**src/rtl/isum_ram.sv**
```systemverilog
// generic single-write, single-read ram with registered read data
module isum_ram #(
    parameter int WIDTH = 8,
    parameter int DEPTH = 16
) (
    input  logic                     clk,
    input  logic                     we,
    input  logic [$clog2(DEPTH)-1:0] waddr,
    input  logic [WIDTH-1:0]         wdata,
    input  logic [$clog2(DEPTH)-1:0] raddr,
    output logic [WIDTH-1:0]         rdata
);

    logic [WIDTH-1:0] mem [DEPTH];
    logic [WIDTH-1:0] rdata_reg;

    // write port
    always_ff @(posedge clk)
    begin
        if (we)
        begin
            mem[waddr] <= wdata;
        end
    end

    // registered read port
    always_ff @(posedge clk)
    begin
        rdata_reg <= mem[raddr];
    end

    assign rdata = rdata_reg;

endmodule

```
**config.mk**
```make
export PLATFORM = sky130hd
export DESIGN_NAME = isum_ram
export DESIGN_NICKNAME = d
export VERILOG_FILES = /design/src/rtl/isum_ram.sv
export SDC_FILE = /design/constraint.sdc
export NUM_CORES = 1
export LEC_CHECK = 0
export ABC_AREA = 1
export CAP_MARGIN = 15
export CORE_ASPECT_RATIO = 0.8
export CORE_MARGIN = 1.5
export CORE_UTILIZATION = 50
export DETAILED_ROUTE_END_ITERATION = 12
export DONT_BUFFER_PORTS = 1
export PLACE_DENSITY = 0.67
export RECOVER_POWER = 25
export SLEW_MARGIN = 20
export SYNTH_ARGS = -nofsm -noshare
export SYNTH_HDL_FRONTEND = slang
export SYNTH_SLANG_ARGS = --single-unit
```
**constraint.sdc**
```tcl
create_clock -name clk -period 1.4 [get_ports clk]
set_input_delay 0.14 -clock clk [delete_from_list [all_inputs] [get_ports clk]]
set_output_delay 0.14 -clock clk [all_outputs]
set_load 0.02 [all_outputs]
```
# Word-level counts from Yosys, hierarchy flattened
# Memories as Yosys holds them, arrays and structs flattened. A register that Yosys moved wholly into a read port is not among the register bits.
# Index checks and enable logic that the tools add are counted.
# word_totals
ff_bits	0
mem_bits_rw	128
elab_cells	3
mem_count	1
# op_classes
mux	2
# mem_list
name	depth	width	rd	rd_ports_with_merged_regs	wr	line	source
mem	16	8	1	1	1	14	logic [WIDTH-1:0] mem [DEPTH];
# ops
op	count
$mux W1	2

# Logic depth before layout (Yosys ltp)
# depth
depth_word	2
depth_mapped	8

# Worst setup path before layout
# No wires, ideal clock.
# synth_timing
path_type	in2reg
from	input port waddr[2]
to	memory mem[10][0] (enable)
setup_ns	0.370
arrival_time_ns	0.721
required_ns	1.030
slack_ns	0.309
path_stages	2
n_path_buf	0
cell_sequence	nand3b_1 nor2_1
# synth_rtl
element	line	source
start, declared	8	input logic [$clog2(DEPTH)-1:0] waddr,
end, declared	14	
# No word-level cell before the write port.

==> reports/metrics.csv <==
metric,value,unit
Worst path top cell family by delay,buffers and inverters,
Slowest cell on crit path,dlygate4sd3_1,
clock-pin transition on the worst setup and hold timing paths,0.06,ns
WP data required,1.70,ns
Rows,34,
core area,11100,um2
maxcap violations,0,
post-synthesis cell type count,12,
crit path max fanout,11,
Clock Sinks,136,
non-filler instance count after layout,734,
Nets,595,
vias in the first global route,3615,
outcome,"finished, final reports clean",
Worst EP arrival,1.40,ns
antenna violations before repair,0,
PnR worst setup slack,0.299,ns
"Slew Viols, Final",0,
post-synth top area share,66.7,%
Die X,123,um
CP Launch Type,primary input,
GR Overflow Total,0,
post-synthesis sequential area ratio,69.4,%
post-route minimum period,1.10,ns
CTS tree,done,
PwrDens,1440,nW/um2
most frequent cells in the layout,"nand2_1, edfxtp_1, inv_1",
die area,12200,um2
CTS buffer count,17,
Clock Latency Late Sink,0.41,ns
area grow syn2layout,14.5,%
final setup fails,0,
# diodes,0,
met2 routed WL,5820,um
drt total wl,12800,um
GRT Resource Usage Total,22.7,%
Mapped Area,5770,um2
worst path cell trace,dlygate4sd3_1 > nand3_1 > nand3_1 > nand2_1,
Initial DRT Pass Iterations,5,
HP Class,primary input to flip-flop,
first-pass GRT wire length,19700,um
metal3 WL,1170,um
I/O Buffers,0,
clock buffer depth,2,
"commonest non-fill, non-tap cell in the layout",nand2_1,
met1 WL,5690,um
CP Class,primary input to flip-flop,
Initial Util,52.1,%
crit path buf inv count,1,
pre-CTS setup slack,0.310,ns
Die H,99.1,um
dpl hpwl,7740,um
1st-iter DRT viols,413,
RD Place Congestion,0.836,
placed cells,691,
Max stage delay on crit path,0.91,ns
uppermost routed layer,met4,
Mapped Cells,551,
hold slack,0.00405,ns
Yosys Warn Count,0,
vias,3737,
Worst Skew,0.00872,ns
drt wl/cell,17.4,um
LEAKAGE,2.81,nW
setup TNS,0,ns
Boundary Pins,26,
Rel. slew slack,47.0,%
maximum vdd drop,0.000871,V
via density per instance,5.09,
syn avg cell area,10.5,um2
share of cells above drive strength 1,6.78,%
Final Hold Viols,0,
critical path's most frequent cell,nand3_1,
Post-Syn Nets,569,
# DRC,0,
RSZ-0062 raised after global routing,no,
Area contributors post-synth,"edfxtp_1, nand2_1, nand3_1",
clock tree root driver cell,clkbuf_16,
Fill cells,904,
largest net degree at the start of global routing,66,
"antenna viol nets, final",0,
Synth Register Bits,136,
max reg flops,128,
top cell type by total area after synthesis,edfxtp_1,
fin crit share,78.6,%
Setup crit end kind,flip-flop,
Least-Margin Pin Slew,0.792,ns
H-tree Lvls,4,
CTS resizes,0,
FMAX,908,MHz
==> kinds of logic (layout without fill, tap and decap cells) <==
group / Yosys count / in the layout / share of synthesized area, %
simple gates: 289 / 289 / 21.0
buf+inv: 126 / 165 / 9.52
flops: 136 / 136 / 69.4
==> final timing paths <==
kind | cells after the start | startpoint | slack (ns) | to
hold / removal | 3 | raddr[2] | 0.004 | rdata[1]$_DFF_P_
setup reg to reg | 6 | mem[9][5]$_DFFE_PP_ | 0.32 | rdata[5]$_DFF_P_
hold reg to reg | 6 | mem[12][1]$_DFFE_PP_ | 0.67 | rdata[1]$_DFF_P_
setup / recovery | 4 | raddr[2] | 0.30 | rdata[6]$_DFF_P_
==> synth_stat cells <==
library cell	count
nand3b_1	2
buf_6	6
buf_4	4
edfxtp_1	128
nand3_1	97
buf_2	13
dfxtp_1	8
nand2_1	173
nor2_1	17
inv_1	100
buf_1	1
inv_2	2
==> area by class of cell <==
type	instances	area (um2)	share of cell area (%)
clock buffer	18	429	6.50
inverter	102	383	5.80
tap	144	180	2.73
timing repair buffer	31	235	3.56
sequential	136	4000	60.6
multi-input combinational	289	1210	18.4
clock inverter	14	158	2.39
==> worst reg2reg max path, delay by kind of cell (launching register included) <==
family | cells | cell delay (ns)
flip-flops | 1 | 0.35
buffers and inverters | 1 | 0.07
AND/OR/NAND/NOR | 5 | 0.54
==> stage by stage <==
step / area [um2] / total power, W / utilization, %
6_report: 6600 / 0.00949 / 59.7
5_1_grt: 6600 / 0.00975 / 59.7
3_5_place_dp: 5940 / 0.00507 / 53.7
3_3_place_gp: 5940 / 0.00506 / 53.7
2_1_floorplan: 5770 / 0.00501 / -
4_1_cts: 6640 / 0.00950 / 60.0
==> power by group <==
group | switching [W] | internal, W
Combinational | 0.000319 | 0.000144
Sequential | 0.0000656 | 0.00455
Clock | 0.00163 | 0.00278
==> layer usage <==
metal  global-route usage, %  vias to the layer above
li1                        -                     1826
met1                    32.8                     1759
met2                    34.1                      139
met3                    5.90                       13
met4                    6.37                        0
met5                       0                        -
==> repair_timing <==
item	4_1_cts	5_1_grt
endpoints found under the setup margin	0	0
setup buffers	0	0
hold endpoints to repair	136	0
hold buffers	11	0
Power figures use the tool's default switching activity.
