==> src/rtl/isum_pkg.sv <==
// shared types, constants and codes for the interval stabbing unit
package isum_pkg;

    localparam int BOUND_W = 31;
    localparam int ENTRY_W = 2 * BOUND_W;
    localparam int SLOT_W = 10;
    localparam int COUNT_W = 11;
    localparam int STATUS_W = 2;
    // wide enough to hold any table depth up to 65536 plus a slot number
    localparam int WIDE_W = 17;
    localparam int TABLE_DEPTH_DEFAULT = 1024;

    localparam logic FUNC_WRITE = 1'b0;
    localparam logic FUNC_QUERY = 1'b1;

    localparam logic [STATUS_W-1:0] STATUS_NONE   = 2'd0;
    localparam logic [STATUS_W-1:0] STATUS_UNIQUE = 2'd1;
    localparam logic [STATUS_W-1:0] STATUS_MULTI  = 2'd2;

    typedef struct packed {
        logic               func;
        logic [SLOT_W-1:0]  entry_index;
        logic [BOUND_W-1:0] range_low;
        logic [BOUND_W-1:0] range_high;
        logic [BOUND_W-1:0] query_point;
    } in_item_t;

    typedef struct packed {
        logic [STATUS_W-1:0] match_status;
        logic [SLOT_W-1:0]   match_index;
    } out_item_t;

    // query handed from the top level to the scanner
    typedef struct packed {
        logic [BOUND_W-1:0] point;
        logic [WIDE_W-1:0]  limit;
    } scan_req_t;

endpackage

==> src/rtl/isum_scan.sv <==
// scan sequencer with the shared range compare, one entry per cycle
module isum_scan #(
    parameter int TABLE_DEPTH = isum_pkg::TABLE_DEPTH_DEFAULT
) (
    input  logic                             clk,
    input  logic                             rst_n,
    input  logic                             start,
    input  isum_pkg::scan_req_t              req,
    output logic                             busy,
    output logic [$clog2(TABLE_DEPTH)-1:0]   rd_addr,
    input  logic [isum_pkg::ENTRY_W-1:0]     rd_data,
    output logic                             done,
    output isum_pkg::out_item_t              result
);

    localparam int IDX_W = $clog2(TABLE_DEPTH);
    localparam int CNT_W = $clog2(TABLE_DEPTH + 1);

    localparam logic ST_IDLE = 1'b0;
    localparam logic ST_SCAN = 1'b1;

    logic                          state_reg, state_next;
    logic [isum_pkg::BOUND_W-1:0]  point_reg, point_next;
    logic [CNT_W-1:0]              limit_reg, limit_next;
    logic [CNT_W-1:0]              issue_reg, issue_next;
    logic                          pend_reg, pend_next;
    logic [IDX_W-1:0]              pend_idx_reg, pend_idx_next;
    logic                          hit_one_reg, hit_one_next;
    logic [IDX_W-1:0]              found_reg, found_next;
    logic                          done_reg, done_next;
    isum_pkg::out_item_t           result_reg, result_next;

    logic                          issue;
    logic                          hit;
    logic [isum_pkg::BOUND_W-1:0]  entry_low;
    logic [isum_pkg::BOUND_W-1:0]  entry_high;
    logic [isum_pkg::WIDE_W-1:0]   found_wide;

    // entry layout is {upper, lower}
    assign entry_low  = rd_data[isum_pkg::BOUND_W-1:0];
    assign entry_high = rd_data[isum_pkg::ENTRY_W-1:isum_pkg::BOUND_W];

    // shared compare unit: does the entry read last cycle contain the point
    assign hit = pend_reg && (entry_low <= point_reg) && (point_reg <= entry_high);

    assign issue      = (state_reg == ST_SCAN) && (issue_reg < limit_reg);
    assign rd_addr    = issue_reg[IDX_W-1:0];
    assign found_wide = isum_pkg::WIDE_W'(found_reg);

    // sequencer
    always_comb
    begin
        state_next    = state_reg;
        point_next    = point_reg;
        limit_next    = limit_reg;
        issue_next    = issue_reg;
        pend_next     = 1'b0;
        pend_idx_next = pend_idx_reg;
        hit_one_next  = hit_one_reg;
        found_next    = found_reg;
        done_next     = 1'b0;
        result_next   = result_reg;
        unique case (state_reg)
            ST_IDLE:
            begin
                if (start)
                begin
                    state_next   = ST_SCAN;
                    point_next   = req.point;
                    limit_next   = req.limit[CNT_W-1:0];
                    issue_next   = '0;
                    hit_one_next = 1'b0;
                    found_next   = '0;
                end
            end
            ST_SCAN:
            begin
                pend_next     = issue;
                pend_idx_next = issue_reg[IDX_W-1:0];
                if (issue)
                begin
                    issue_next = issue_reg + CNT_W'(1);
                end
                if (hit && hit_one_reg)
                begin
                    // second match ends the scan early
                    state_next               = ST_IDLE;
                    pend_next                = 1'b0;
                    done_next                = 1'b1;
                    result_next.match_status = isum_pkg::STATUS_MULTI;
                    result_next.match_index  = '0;
                end
                else if (!pend_reg && (issue_reg >= limit_reg))
                begin
                    // every entry in range has been compared
                    state_next = ST_IDLE;
                    done_next  = 1'b1;
                    if (hit_one_reg)
                    begin
                        result_next.match_status = isum_pkg::STATUS_UNIQUE;
                        result_next.match_index  = found_wide[isum_pkg::SLOT_W-1:0];
                    end
                    else
                    begin
                        result_next.match_status = isum_pkg::STATUS_NONE;
                        result_next.match_index  = '0;
                    end
                end
                else if (hit)
                begin
                    hit_one_next = 1'b1;
                    found_next   = pend_idx_reg;
                end
            end
            default:
            begin
                state_next = ST_IDLE;
            end
        endcase
    end

    // control registers
    always_ff @(posedge clk or negedge rst_n)
    begin
        if (!rst_n)
        begin
            state_reg   <= ST_IDLE;
            pend_reg    <= 1'b0;
            done_reg    <= 1'b0;
            hit_one_reg <= 1'b0;
            issue_reg   <= '0;
            limit_reg   <= '0;
        end
        else
        begin
            state_reg   <= state_next;
            pend_reg    <= pend_next;
            done_reg    <= done_next;
            hit_one_reg <= hit_one_next;
            issue_reg   <= issue_next;
            limit_reg   <= limit_next;
        end
    end

    // payload registers
    always_ff @(posedge clk)
    begin
        point_reg    <= point_next;
        pend_idx_reg <= pend_idx_next;
        found_reg    <= found_next;
        result_reg   <= result_next;
    end

    assign busy   = (state_reg != ST_IDLE);
    assign done   = done_reg;
    assign result = result_reg;

`ifndef NO_ASSERTIONS
    // a result only follows a cycle of scanning
    assert property (@(posedge clk) disable iff (!rst_n)
        done_reg |-> $past(state_reg == ST_SCAN))
    else $error("result strobe without a preceding scan");

    // an outstanding read only exists during a scan
    assert property (@(posedge clk) disable iff (!rst_n)
        pend_reg |-> (state_reg == ST_SCAN))
    else $error("pending read outside a scan");

    // the read pointer never runs past the scan limit
    assert property (@(posedge clk) disable iff (!rst_n)
        (state_reg == ST_SCAN) |-> (issue_reg <= limit_reg))
    else $error("scan pointer beyond limit");

    // index is zero unless the match is unique
    assert property (@(posedge clk) disable iff (!rst_n)
        (done_reg && (result_reg.match_status != isum_pkg::STATUS_UNIQUE))
            |-> (result_reg.match_index == '0))
    else $error("nonzero index on a non-unique result");
`endif

endmodule

==> config.mk <==
export PLATFORM = sky130hd
export DESIGN_NAME = isum_scan
export DESIGN_NICKNAME = d
export VERILOG_FILES = /design/src/rtl/isum_pkg.sv /design/src/rtl/isum_scan.sv
export SDC_FILE = /design/constraint.sdc
export NUM_CORES = 1
export LEC_CHECK = 0
export BUFFER_PORTS_ARGS = -buffer_cell sky130_fd_sc_hd__clkbuf_2
export CORE_MARGIN = 2
export CORE_UTILIZATION = 57
export CTS_CLUSTER_SIZE = 24
export DETAILED_ROUTE_END_ITERATION = 8
export PLACE_DENSITY = 0.84
export SYNTH_ARGS = -nofsm -noshare
export SYNTH_HDL_FRONTEND = slang
export SYNTH_SLANG_ARGS = --single-unit
==> constraint.sdc <==
create_clock -name clk -period 4.95 [get_ports clk]
set_clock_uncertainty 0.2 [all_clocks]
set_input_delay 0.495 -clock clk [delete_from_list [all_inputs] [get_ports clk]]
set_output_delay 0.495 -clock clk [all_outputs]
set_load 0.03 [all_outputs]
# Word level (Yosys, flattened, before mapping)
# Index checks and enable logic that the tools add are counted.
[totals]
ff_bits = 89
input_bits = 113
output_inout_bits = 24
word_cells = 57
[classes]
add_sub_neg = 1
magnitude_cmp = 4
n_eq_ne = 5
mux = 24
bitwise = 1
reduce_logical = 11
[op_table]
columns = ["operator", "count"]
rows = [
  ["<= comparator 31 bit", 2],
  ["two-way mux 10 bit", 4],
  ["two-way mux 11 bit", 3],
  ["case mux 11 bit (2 select lines)", 1],
  ["case mux 10 bit (2 select lines)", 1],
  ["two-way mux 1 bit", 12],
  ["two-way mux 12 bit", 1],
  ["adder 11 x 1 -> 11 bit (second input constant)", 1],
  [">= comparator 11 bit", 1],
  ["< comparator 11 bit", 1],
  ["inequality test 2 bit (second input constant)", 3],
  ["AND reduction 2 bit", 3],
  ["logical AND 1 bit", 5],
  ["inequality test 2 x 1 -> 1 bit (second input constant)", 2],
  ["case mux 1 bit (2 select lines)", 2],
  ["AND reduction 4 bit", 1],
  ["nonzero test 2 bit", 1],
  ["zero test 1 bit", 1],
  ["NOT 1 bit", 1],
]

# Depth between registers and ports, before layout
# Gate-level depths: netlist of run 1.
[depth]
ltp_word = 7
mapped_depth = 10
mapped_depth_nobuf = 9

# Worst setup path before layout of run 1
# OpenSTA, ideal clock, no wires.
[synth_path]
path_kind = "in2reg"
start = "input rd_data[33] (netlist name)"
end = "register result_reg, in the netlist result[0] (enable)"
setup_ps = 328
arrival_ps = 2401
required_time_ps = 4422
setup_slack_ps = 2022
path_stages = 9
path_buffers = 0
path_cell_list = "inv_1 -> ha_1 -> a21oi_2 -> a21oi_1 -> o31a_1 -> o41a_1 -> o21bai_2 -> o2111a_4 -> a31o_2"
[synth_via]
elab_chain_cells = 5
[synth_lines]
columns = ["item", "line", "text"]
rows = [
  ["start: declaration", "isum_scan.sv:11", "input logic [isum_pkg::ENTRY_W-1:0] rd_data,"],
  ["<= comparator 31 bit", "isum_scan.sv:44", "assign hit = pend_reg && (entry_low <= point_reg) && (point_reg <= entry_high);"],
  ["logical AND 1 bit", "isum_scan.sv:44", ""],
  ["logical AND 1 bit", "isum_scan.sv:84", "if (hit && hit_one_reg)"],
  ["nonzero test 2 bit (no source line)", "n/a", ""],
  ["AND reduction 2 bit (no source line)", "n/a", ""],
  ["end signal: assignment", "isum_scan.sv:151", "result_reg <= result_next;"],
  ["end: declaration", "isum_scan.sv:31", "isum_pkg::out_item_t result_reg, result_next;"],
]
# Every way passes these cells.
# A chain may end at the register's enable or synchronous reset.

# Worst setup path in the final report of run 1
[layout_path]
start = "register point_reg[2] (netlist name)"
end = "register result_reg, in the netlist result[0] (enable)"
[layout_via]
elab_chain_cells = 6
word_cells_on_any_way = 7
cone_classes = "order compare: 2; reduce/logical: 5"
[layout_lines]
columns = ["item", "line", "text"]
rows = [
  ["start: declaration", "isum_scan.sv:23", "logic [isum_pkg::BOUND_W-1:0] point_reg, point_next;"],
  ["start signal: assignment", "isum_scan.sv:148", "point_reg <= point_next;"],
  ["<= comparator 31 bit", "isum_scan.sv:44", ""],
  ["logical AND 1 bit", "isum_scan.sv:44", ""],
  ["logical AND 1 bit *", "isum_scan.sv:44", ""],
  ["logical AND 1 bit *", "isum_scan.sv:84", ""],
  ["nonzero test 2 bit (no source line) *", "n/a", ""],
  ["AND reduction 2 bit (no source line) *", "n/a", ""],
]
# Every way passes the cells marked *; elsewhere a longest branch is shown, timed or not.

==> reports/metrics.sh, run 1 <==
MAX_CLOCK_FREQ_MHz=316.5
WORSTREGTOREGCELLS=8
POWER.CLOCK.FRACTION_PCT=20.7
RR_STARTPOINT='point_reg[2]'
SYNTHESIZED_AREA_PER_CELL_UM2=10.87
GRT_START_MAX_NET_PINS=54
TOTALPOWERFINAL_mW=2.502
SYNTH_SEQ_AREA_SHARE_PCT=49.33
TRITONCTS='yes'
SYN2LAYOUT_AREA_GROWTH_PCT=17.24
LARGEST_REGISTER_FF_COUNT=31
SLEW_HEADROOM_PCT=35.23
REG2REG_TO='result[0]'
CRIT_PATH_CELL_TRACE='ha_1, a21oi_2, a21oi_1, o31a_1, o41a_1, o21bai_2, o2111a_4, a31o_2'
GROUTE.USAGE.OVERALL_PCT=21.90
SYNTH-WARNING-COUNT=0
LAYOUT.CELLS.NON_FILLER=712
NETSWITCHINGFRACTION_PCT=35.70
GLOBAL_ROUTE.OVERFLOW_TOTAL=0
SYNTHESIS.INSTANCES=474
SYNTH_EDF_COUNT=63
TIMING.CRITICAL_PATH.FANOUT_MAX=17
COUNT_OF_DISTINCT_CELL_TYPES_IN_THE_SYNTHESIZED_NETLIST=47
VIAS_IN_THE_FIRST_GLOBAL_ROUTE=3812
FLOORPLAN.DIE.WIDTH_UM=99.09
POWER.SHARE.SEQUENTIAL_PCT=46.2
WORSTSETUPSTARTPOINTTYPE='register'
FINAL-HOLD-VIOLATION-COUNT=0
SYNTH_ASYNC_SR_FLOP_SHARE_PCT=29.21
TIGHTESTPINTRANSITION_NS=0.9715
CRIT_SLOWEST_CELL='sky130_fd_sc_hd__o41a_1'
PLACEDINSTANCEAREA_UM2=5824
HOLD-WORST-SLACK_NS=0.1166
GRT_ANTENNA_BEFORE_REPAIR=0
DP.CELLS=695
INTERNAL-POWER_mW=1.609
POST_CTS.REPAIR.SETUP_BUFFERS=0
DRIVE_ABOVE_1_SHARE_PCT=27.48
CRITPATHLAUNCH='point_reg[2]'
VIAS_PER_CELL=5.239
ROUTE.FINAL.WIRE_LENGTH_MM=9.990
SYNTH.NET_COUNT=661
INITIAL_CELL_DENSITY_OF_THE_CORE_PCT=58.81
FINALSETUPVIOLCOUNT=0
WORSTSETUPENDPOINTTYPE='register'
MIN-DELAY-PATH-CLASS='in -> reg'
DIE-HEIGHT_UM=99.09
CTS_MADE_BUFFERS=9
SWITCHING_POWER_SUMMED_OVER_ALL_NETS_uW=893.1
OUTCOME='completed'
DIE_AREA_UM2=9818
POWER_DENSITY_nW_PER_UM2=414.1
FINAL_PERIOD_MINUS_WORST_SETUP_SLACK_NS=3.159
WL_PER_CELL_UM=14.03
WORSTSETUPENDPOINT='result[0]'
WORST_SETUP_HOLD_PATH_CLK_SLEW_NS=0.10
FF_TO_FF_SETUP_SLACK_NS=1.79
DRV_CAP=0
FIN_CRIT_SH_PCT=63.82
VIAS=3730
SYN_AREA_UM2=5154
ANT_NETS=0
DETAILED_PLACE_HPWL_MM=7.970
INSERTEDDIODECOUNT=0
PLACEMENT.IO_BUFFERS=130
CLK-INSERTION-DELAY-LATE_NS=0.35
POSTCTSRESIZEDCELLS=0
DRV_SLEW=0
GRT_FIRST_PASS_WIRELENGTH_MM=17.22
MAX-VDD-IR-DROP_V=0.0002223
TIMING.CRITICAL_PATH.SLOWEST_CELL_DELAY_NS=0.42
FIRSTDRTPASSITERS=4
REMAINING_ROUTING_DRC_VIOLATIONS=0
IO-PIN-COUNT=137
PLACEABLECOREAREA_UM2=8763
CTSHOLDBUFFERS=1
CTS.SINKS=89
CLOCK_TREE.BUFFER_DEPTH=2
CTS-ROOT-BUF='sky130_fd_sc_hd__clkbuf_8'
FLOORPLAN.ROWS=34
TOTALNEGATIVESETUPSLACK_NS=0
SYNTH-SEQ-CELLS=89
SETUP_REPAIR_AFTER_GLOBAL_ROUTING_MISSED_ITS_MARGIN='false'
PLACE_CONGESTION=0.8845
WORST_EP_ARRIVAL_TIME_NS=2.98
POWER.STATIC_LEAKAGE_nW=3.059
YS.FLOP_TYPE='sky130_fd_sc_hd__edfxtp_1'
FINAL_AREA_UM2=6042
CRITICAL_PATH_CLASS='reg -> reg'
HTREE_LEVELS=3
CRIT_PATH_REQUIRED_TIME_NS=4.77
PROPORTION_OF_POWER_DRAWN_BY_COMBINATIONAL_GATES_PCT=33.1
COUNT_OF_ROUTING_VIOLATIONS_AFTER_THE_OPENING_DETAILED_ROUTE_ITERATION=172
FINISH.NET_COUNT=786
## worst min-delay path by stage
stage                               to  slack, ns  cells after the start          from
after floorplan                   busy    -0.0006                      0         rst_n
after global placement    limit_reg[0]       0.27                      2  limit_reg[0]
after detailed placement  limit_reg[0]       0.30                      2  limit_reg[0]
after CTS                 point_reg[5]       0.10                      1       req[22]
after global routing      point_reg[2]       0.10                      1       req[19]
final                     point_reg[5]       0.12                      1       req[22]
## cell usage in the layout (no fill, tap or decap), types with 3 or more instances in the layout
cell type	synthesis	layout
sky130_fd_sc_hd__inv_1	80	79
sky130_fd_sc_hd__nor2_1	7	7
sky130_fd_sc_hd__and3_1	4	4
sky130_fd_sc_hd__nor2_2	10	10
sky130_fd_sc_hd__nand2_1	45	45
sky130_fd_sc_hd__clkbuf_8	0	9
sky130_fd_sc_hd__a21o_1	11	11
sky130_fd_sc_hd__nor3_1	7	7
sky130_fd_sc_hd__edfxtp_1	63	63
sky130_fd_sc_hd__a21oi_1	21	21
sky130_fd_sc_hd__nor3b_1	4	4
sky130_fd_sc_hd__clkbuf_2	0	130
sky130_fd_sc_hd__dfrtp_1	26	26
sky130_fd_sc_hd__nand4_1	15	15
sky130_fd_sc_hd__mux2i_1	10	10
sky130_fd_sc_hd__o21a_1	4	4
sky130_fd_sc_hd__nand3_1	6	6
sky130_fd_sc_hd__a211oi_1	3	3
sky130_fd_sc_hd__ha_1	74	74
sky130_fd_sc_hd__nor4_1	3	3
sky130_fd_sc_hd__nand2b_1	3	3
sky130_fd_sc_hd__inv_6	0	3
sky130_fd_sc_hd__and2_1	11	11
sky130_fd_sc_hd__o21ai_0	22	22
## logic make-up after synthesis
family	share of synthesized area (%)
simple gates	11.90
fa+ha+maj	17.97
compound gates	10.49
buf+inv	8.206
flops	49.33
xor+xnor	0.1700
mux	1.942
## critical path, delay by kind of cell, from the launching register on
family / cells / cell delay [ns]
AO/OA/AOI/OAI: 7 / 1.87
flip-flops: 1 / 0.40
adder cells (fa/ha/maj): 1 / 0.34
## area by class of cell
class | instances | area (um2)
fillers | 669 | 2721
flip-flops and latches | 89 | 2542
multi-input cells | 287 | 2188
repair buffers | 132 | 668.1
inverters | 80 | 300.3
well taps | 108 | 135.1
clock buffers | 9 | 123.9
clock inverters | 7 | 83.83
## Yosys cell counts (all sizes together) (3+ instances only)
library cell  count  share of area [%]
mux2i            10                1.9
nand2            45                3.3
and2             12                1.5
nor4              3               0.36
nor3b             4               0.58
a21oi            22                2.2
dfrtp            26                 13
o21ai            23                2.2
clkbuf            6               0.44
inv              80                5.8
nand2b            3               0.36
a21o             11                1.6
nand4            15                1.8
nand3             6               0.58
ha               74                 18
nor2             17                1.7
and3              4               0.49
buf              12                1.9
edfxtp           63                 37
o21a              4               0.58
nor3              7               0.68
a211oi            4               0.68
## metal layers
metal | vias to the layer above | global-route usage (%) | wire length [um]
met5 | - | 0 | 0
met4 | 0 | 6.955 | 227
met3 | 22 | 3.759 | 467
met2 | 105 | 36.64 | 4837
met1 | 1703 | 29.26 | 4457
li1 | 1900 | - | -
## power groups by stage
stage | Sequential (mW) | Clock [mW] | Combinational [mW]
after CTS | 1.16 | 0.531 | 0.839
final | 1.16 | 0.517 | 0.829
after global routing | 1.18 | 0.561 | 0.946
after detailed placement | 1.17 | 0 | 0.835
after floorplan | 1.21 | 0 | 0.578
after global placement | 1.16 | 0 | 0.792
## stage by stage
stage               util (%)  setup slack, ns
finish                 68.95            1.791
global route           68.95            1.647
CTS                    68.95            1.776
detailed placement     66.46            1.566
global placement       66.46            1.659
floorplan                  -            2.022
Power figures use the tool's default switching activity.
==> inputs of run 2 (changes only) <==
- CORE_UTILIZATION: 57 -> 48
- PLACE_DENSITY: 0.84 -> 0.76
- clock period: 4.95 -> 2.6 ns (I/O delays scaled with it)
==> run 2 against run 1 <==
Effect of this change: the run now ends with negative setup slack left; critical path type unchanged; via count grew 10%; total power grew 110%; routed wire length grew 19%; highest routed layer unchanged; fmax grew 14%; critical endpoint unchanged; sequential power grew 88%; non-clock buffer count grew 64; flip-flop and latch count is the same; register-to-register slack lost 2.0 ns.
==> reports/metrics.sh, run 2 (synthesis gave the netlist of run 1 again) <==
OUTCOME='finished with violations'
VIOLATIONS_IN_THE_FINAL_REPORTS='negative setup slack'
GLOBAL_ROUTE.OVERFLOW_TOTAL=0
SYN2LAYOUT_AREA_GROWTH_PCT=32.00
FLOORPLAN.ROWS=37
SLEW_HEADROOM_PCT=53.23
GROUTE.USAGE.OVERALL_PCT=21.43
FINALCOREUTILIZATION_PCT=65.60
WORST_SLACK_NS=-0.1608
GRT_START_MAX_NET_PINS=33
FIN_CRIT_SH_PCT=106.2
MIN-DELAY-PATH-CLASS='in -> reg'
DRIVE_ABOVE_1_SHARE_PCT=29.70
DIE-HEIGHT_UM=107.6
LAYOUT.CELLS.MOST_COMMON='sky130_fd_sc_hd__clkbuf_2'
DRV_CAP=0
HTREE_LEVELS=3
VIAS_IN_THE_FIRST_GLOBAL_ROUTE=4328
CTS_MADE_BUFFERS=9
FINAL_PERIOD_MINUS_WORST_SETUP_SLACK_NS=2.761
ROUTE.FINAL.WIRE_LENGTH_MM=11.87
FIRSTDRTPASSITERS=4
PLACE_CONGESTION=0.8238
IO-PIN-COUNT=137
MAX_CLOCK_FREQ_MHz=362.2
DRV_SLEW=0
TRITONCTS='yes'
TOTALPOWERFINAL_mW=5.156
VIAS=4102
PLACEMENT.IO_BUFFERS=130
HOLD-WORST-SLACK_NS=0.04045
MAX-VDD-IR-DROP_V=0.0004439
SETUP_REPAIR_AFTER_GLOBAL_ROUTING_MISSED_ITS_MARGIN='true'
TIGHTESTPINTRANSITION_NS=0.7015
WORST_EP_ARRIVAL_TIME_NS=2.63
FINISH.NET_COUNT=852
MOST_FREQUENT_CELLS_IN_THE_LAYOUT='sky130_fd_sc_hd__clkbuf_2, sky130_fd_sc_hd__inv_1, sky130_fd_sc_hd__ha_1, sky130_fd_sc_hd__edfxtp_1, sky130_fd_sc_hd__nand2_1'
PLACEABLECOREAREA_UM2=10370
FINALSETUPVIOLCOUNT=37
COUNT_OF_ROUTING_VIOLATIONS_AFTER_THE_OPENING_DETAILED_ROUTE_ITERATION=236
FINAL.FILL_COUNT=820
WORSTSETUPSTARTPOINTTYPE='register'
INITIAL_CELL_DENSITY_OF_THE_CORE_PCT=49.70
VIAS_PER_CELL=5.089
TIMING.CRITICAL_PATH.FANOUT_MAX=7
FINAL-HOLD-VIOLATION-COUNT=0
CTS-ROOT-BUF='sky130_fd_sc_hd__clkbuf_8'
GRT_ANTENNA_BEFORE_REPAIR=0
WORSTSETUPENDPOINTTYPE='register'
POWER_DENSITY_nW_PER_UM2=758.0
CLOCK_TREE.BUFFER_DEPTH=2
POWER.STATIC_LEAKAGE_nW=3.386
CRITICAL_PATH_CLASS='reg -> reg'
CLK-INSERTION-DELAY-LATE_NS=0.36
REMAINING_ROUTING_DRC_VIOLATIONS=0
DETAILED_PLACE_HPWL_MM=8.751
WL_PER_CELL_UM=14.72
CTS.SINKS=89
FLOORPLAN.DIE.WIDTH_UM=107.6
LARGEST_REGISTER_FF_COUNT=31
DIE_AREA_UM2=11580
ANT_NETS=0
INSERTEDDIODECOUNT=0
GRT_FIRST_PASS_WIRELENGTH_MM=19.30
CRIT_PATH_REQUIRED_TIME_NS=2.47
WORST_SETUP_HOLD_PATH_CLK_SLEW_NS=0.11
-- run 2: worst paths after layout --
kind	endpoint	start	slack (ns)	cells after the start
max in group asynchronous	limit_reg[2]	rst_n	1.46	2
setup reg to reg	result[0]	point_reg[2]	-0.16	8
min in group asynchronous	issue_reg[9]	rst_n	0.29	2
hold reg to reg	limit_reg[0]	limit_reg[0]	0.30	2
setup / recovery	result[0]	point_reg[2]	-0.16	8
hold / removal	busy	start	0.04	3
-- run 2: metrics by stage --
stage                     setup slack [ns]  cell area [um2]  TNS, ns  instances
after floorplan                   -0.02191             5197  -0.2629        474
after global placement            -0.08572             6052   -2.042        743
after detailed placement           -0.2013             6052   -6.166        743
after CTS                          -0.1343             6782   -4.143        807
after global routing               -0.2421             6803   -8.127        806
final                              -0.1608             6803   -4.913        806
-- run 2: repair_timing --
item | 4_1_cts | 5_1_grt
resized for setup | 5 | 8
endpoints found under the hold margin | 68 | 0
pin swaps | 5 | 4
hold buffers | 43 | 0
gates cloned | 2 | 0
buffers inserted | 3 | 1
endpoints found under the setup margin | 35 | 40
-- run 2: worst max-delay path, stage by stage (launching register included) --
cell                       delay (ns)
sky130_fd_sc_hd__edfxtp_1        0.44
sky130_fd_sc_hd__ha_4            0.25
sky130_fd_sc_hd__a21oi_2         0.14
sky130_fd_sc_hd__a21oi_1         0.08
sky130_fd_sc_hd__o31a_1          0.28
sky130_fd_sc_hd__o41a_1          0.41
sky130_fd_sc_hd__o21bai_2        0.13
sky130_fd_sc_hd__o2111a_4        0.31
sky130_fd_sc_hd__a31o_4          0.22
-- run 2: cell type report --
type                       instances  area, um2  area share (%)
multi-input combinational        289       2301           33.82
sequential                        89       2542           37.37
clock buffer                       9      123.9           1.821
tap                              136      170.2           2.501
inverter                          80      300.3           4.414
timing repair buffer             196       1257           18.48
clock inverter                     7      107.6           1.582
-- run 2: power breakdown --
part	leakage (nW)	switching (mW)	internal (mW)
Sequential	0.928	0.185	2.00
Combinational	2.34	1.11	0.758
Clock	0.114	0.544	0.562
Total	3.39	1.84	3.32
-- run 2: layer usage --
layer | part of all wire [%] | wire length (um) | track usage (%)
met3 | 4.4 | 525 | 3.511
met1 | 42 | 4933 | 25.28
met4 | 2.6 | 304 | 8.425
met2 | 51 | 6102 | 38.77
met5 | 0 | 0 | 0
==> inputs of run 3 (changes only) <==
- PLACE_DENSITY: 0.76 -> default
- PLACE_DENSITY_LB_ADDON: default -> 0.15
==> run 3 against run 2 <==
Effect of this change: utilization grew 1.1 points; non-clock buffer count grew 9; total power shrank 2.6%; flip-flop and latch count unchanged; combinational power increased by 4%; largest cell class unchanged; the run still ends with negative setup slack left; worst setup slack improved by 0.0020 ns; cell area rose by 1.6%; global-route usage fell by 1.5 points; die area did not move.
==> reports/metrics.sh, run 3 (synthesis gave the netlist of run 1 again) <==
OUTCOME='finished with violations'
VIOLATIONS_IN_THE_FINAL_REPORTS='negative setup slack'
CRIT_PATH_CELL_TRACE='ha_4, a211oi_2, nor2_1, o31a_1, o41a_1, o21bai_2, o2111a_4, a31o_4'
PLACEMENT.IO_BUFFERS=130
REMAINING_ROUTING_DRC_VIOLATIONS=0
VIAS_IN_THE_FIRST_GLOBAL_ROUTE=4124
HTREE_LEVELS=3
FIN_CRIT_SH_PCT=106.1
GROUTE.USAGE.OVERALL_PCT=19.95
MAX_CLOCK_FREQ_MHz=362.5
CRIT_PATH_REQUIRED_TIME_NS=2.48
SWITCHING_POWER_SUMMED_OVER_ALL_NETS_mW=1.826
DRV_SLEW=0
VIAS=4069
FIRSTDRTPASSITERS=6
CTS.SINKS=89
DIE_AREA_UM2=11580
WORSTSETUPSTARTPOINTTYPE='register'
NETSWITCHINGFRACTION_PCT=36.35
MOST_FREQUENT_CELLS_IN_THE_LAYOUT='sky130_fd_sc_hd__clkbuf_2, sky130_fd_sc_hd__inv_1, sky130_fd_sc_hd__ha_1, sky130_fd_sc_hd__edfxtp_1, sky130_fd_sc_hd__nand2_1'
MIN-DELAY-PATH-CLASS='in -> reg'
ANT_NETS=0
CTS-ROOT-BUF='sky130_fd_sc_hd__clkbuf_8'
WORSTSETUPENDPOINTTYPE='register'
DIE-HEIGHT_UM=107.6
CLOCK_TREE.BUFFER_DEPTH=2
FINAL-HOLD-VIOLATION-COUNT=0
DP.CELLS=746
POWER.CLOCK.FRACTION_PCT=18.4
WL_PER_CELL_UM=13.67
GRT_FIRST_PASS_WIRELENGTH_MM=17.97
FLOORPLAN.DIE.WIDTH_UM=107.6
VIAS_PER_CELL=4.993
FINAL_PERIOD_MINUS_WORST_SETUP_SLACK_NS=2.759
WORSTREGTOREGCELLS=8
WORST_SETUP_HOLD_PATH_CLK_SLEW_NS=0.10
TOTALNEGATIVESETUPSLACK_NS=-4.825
INTERNAL-POWER_mW=3.197
FINAL.FILL_COUNT=829
GRT_START_MAX_NET_PINS=34
SEQ_AREA_UM2=2542
WORST_SLACK_NS=-0.1588
WORST_EP_ARRIVAL_TIME_NS=2.63
FLOORPLAN.ROWS=37
PLACE_CONGESTION=0.8411
DRV_CAP=0
MULTI_INPUT_COMB_AREA_UM2=2369
MIN_PATH_CELLS=3
SYN2LAYOUT_AREA_GROWTH_PCT=34.13
DETAILED_PLACE_HPWL_MM=8.393
FINALSETUPVIOLCOUNT=37
PLACEABLECOREAREA_UM2=10370
LAYOUT.CELLS.MOST_COMMON='sky130_fd_sc_hd__clkbuf_2'
TRITONCTS='yes'
TIMING.CRITICAL_PATH.SLOWEST_CELL_DELAY_NS=0.44
POWER.SHARE.SEQUENTIAL_PCT=42.9
GRT_ANTENNA_BEFORE_REPAIR=0
PROPORTION_OF_POWER_DRAWN_BY_COMBINATIONAL_GATES_PCT=38.6
LARGEST_REGISTER_FF_COUNT=31
FINISH.NET_COUNT=861
ROUTE.FINAL.WIRE_LENGTH_MM=11.14
INITIAL_CELL_DENSITY_OF_THE_CORE_PCT=49.70
CLK-INSERTION-DELAY-LATE_NS=0.36
IO-PIN-COUNT=137
CTS_MADE_BUFFERS=9
CRITICAL_PATH_CLASS='reg -> reg'
DRIVE_ABOVE_1_SHARE_PCT=31.66
FINALCOREUTILIZATION_PCT=66.66
TIGHTESTPINTRANSITION_NS=0.6893
INSERTEDDIODECOUNT=0
LAYOUT.CELLS.NON_FILLER=815
SETUP_REPAIR_AFTER_GLOBAL_ROUTING_MISSED_ITS_MARGIN='true'
POWER.STATIC_LEAKAGE_nW=3.411
GLOBAL_ROUTE.OVERFLOW_TOTAL=0
COUNT_OF_ROUTING_VIOLATIONS_AFTER_THE_OPENING_DETAILED_ROUTE_ITERATION=178
SLEW_HEADROOM_PCT=54.05
POWER_DENSITY_nW_PER_UM2=726.6
CRIT_SLOWEST_CELL='sky130_fd_sc_hd__edfxtp_1'
MAX-VDD-IR-DROP_V=0.0004176
TIMING.CRITICAL_PATH.FANOUT_MAX=7
run 3: path summary, 6_finish.rpt:
kind / from / end / slack [ns]
max in group asynchronous: rst_n / limit_reg[1] / 1.49
hold reg to reg: limit_reg[0] / limit_reg[0] / 0.30
setup / recovery: point_reg[4] / result[5] / -0.16
hold / removal: start / busy / 0.03
min in group asynchronous: rst_n / limit_reg[8] / 0.25
setup reg to reg: point_reg[4] / result[5] / -0.16
run 3: final cells by class:
cell class	instances	share of cell area, %
Timing Repair Buffer	205	19.40
Clock inverter	7	0.9593
Clock buffer	9	1.792
Multi-Input combinational cell	289	34.26
Inverter	80	4.344
Sequential cell	89	36.78
Tap cell	136	2.462
run 3: worst max-delay path, delay by kind of cell, from the launching register on:
kind | cells | cell delay, ns
AO/OA/AOI/OAI | 6 | 1.51
flip-flops | 1 | 0.44
AND/OR/NAND/NOR | 1 | 0.08
adder cells (fa/ha/maj) | 1 | 0.24
run 3: repair_timing:
action,in CTS,in global routing
gates cloned,2,0
hold endpoints to repair,68,0
resized for setup,5,16
hold buffers,43,0
setup buffers,1,7
pin swaps,5,9
setup endpoints to repair,34,38
run 3: metal layers:
layer,global-route usage [%],routed length (um),vias up
met5,0,0,-
met4,8.700,323,0
met3,3.450,514,32
met2,33.87,5386,120
met1,24.97,4913,1862
li1,-,-,2055
run 3: through the flow:
step	cell area (um2)	total power, mW	hold WS, ns	worst slack, ns
after floorplan	5197	3.430	-0.2356	-0.02191
after global placement	6087	3.895	0.1366	-0.07902
after detailed placement	6087	3.973	0.1321	-0.1580
after CTS	6766	5.002	0.01009	-0.1346
after global routing	6913	5.389	0.01160	-0.2428
final	6913	5.023	0.03048	-0.1588
run 3: power by group through the flow:
| stage | Clock (mW) | Sequential [mW] | Combinational, mW |
|---|---|---|---|
| after CTS | 0.951 | 2.16 | 1.89 |
| after global routing | 1.01 | 2.20 | 2.18 |
| final | 0.926 | 2.16 | 1.94 |
| after detailed placement | 0 | 2.18 | 1.79 |
| after floorplan | 0 | 2.31 | 1.12 |
| after global placement | 0 | 2.17 | 1.72 |
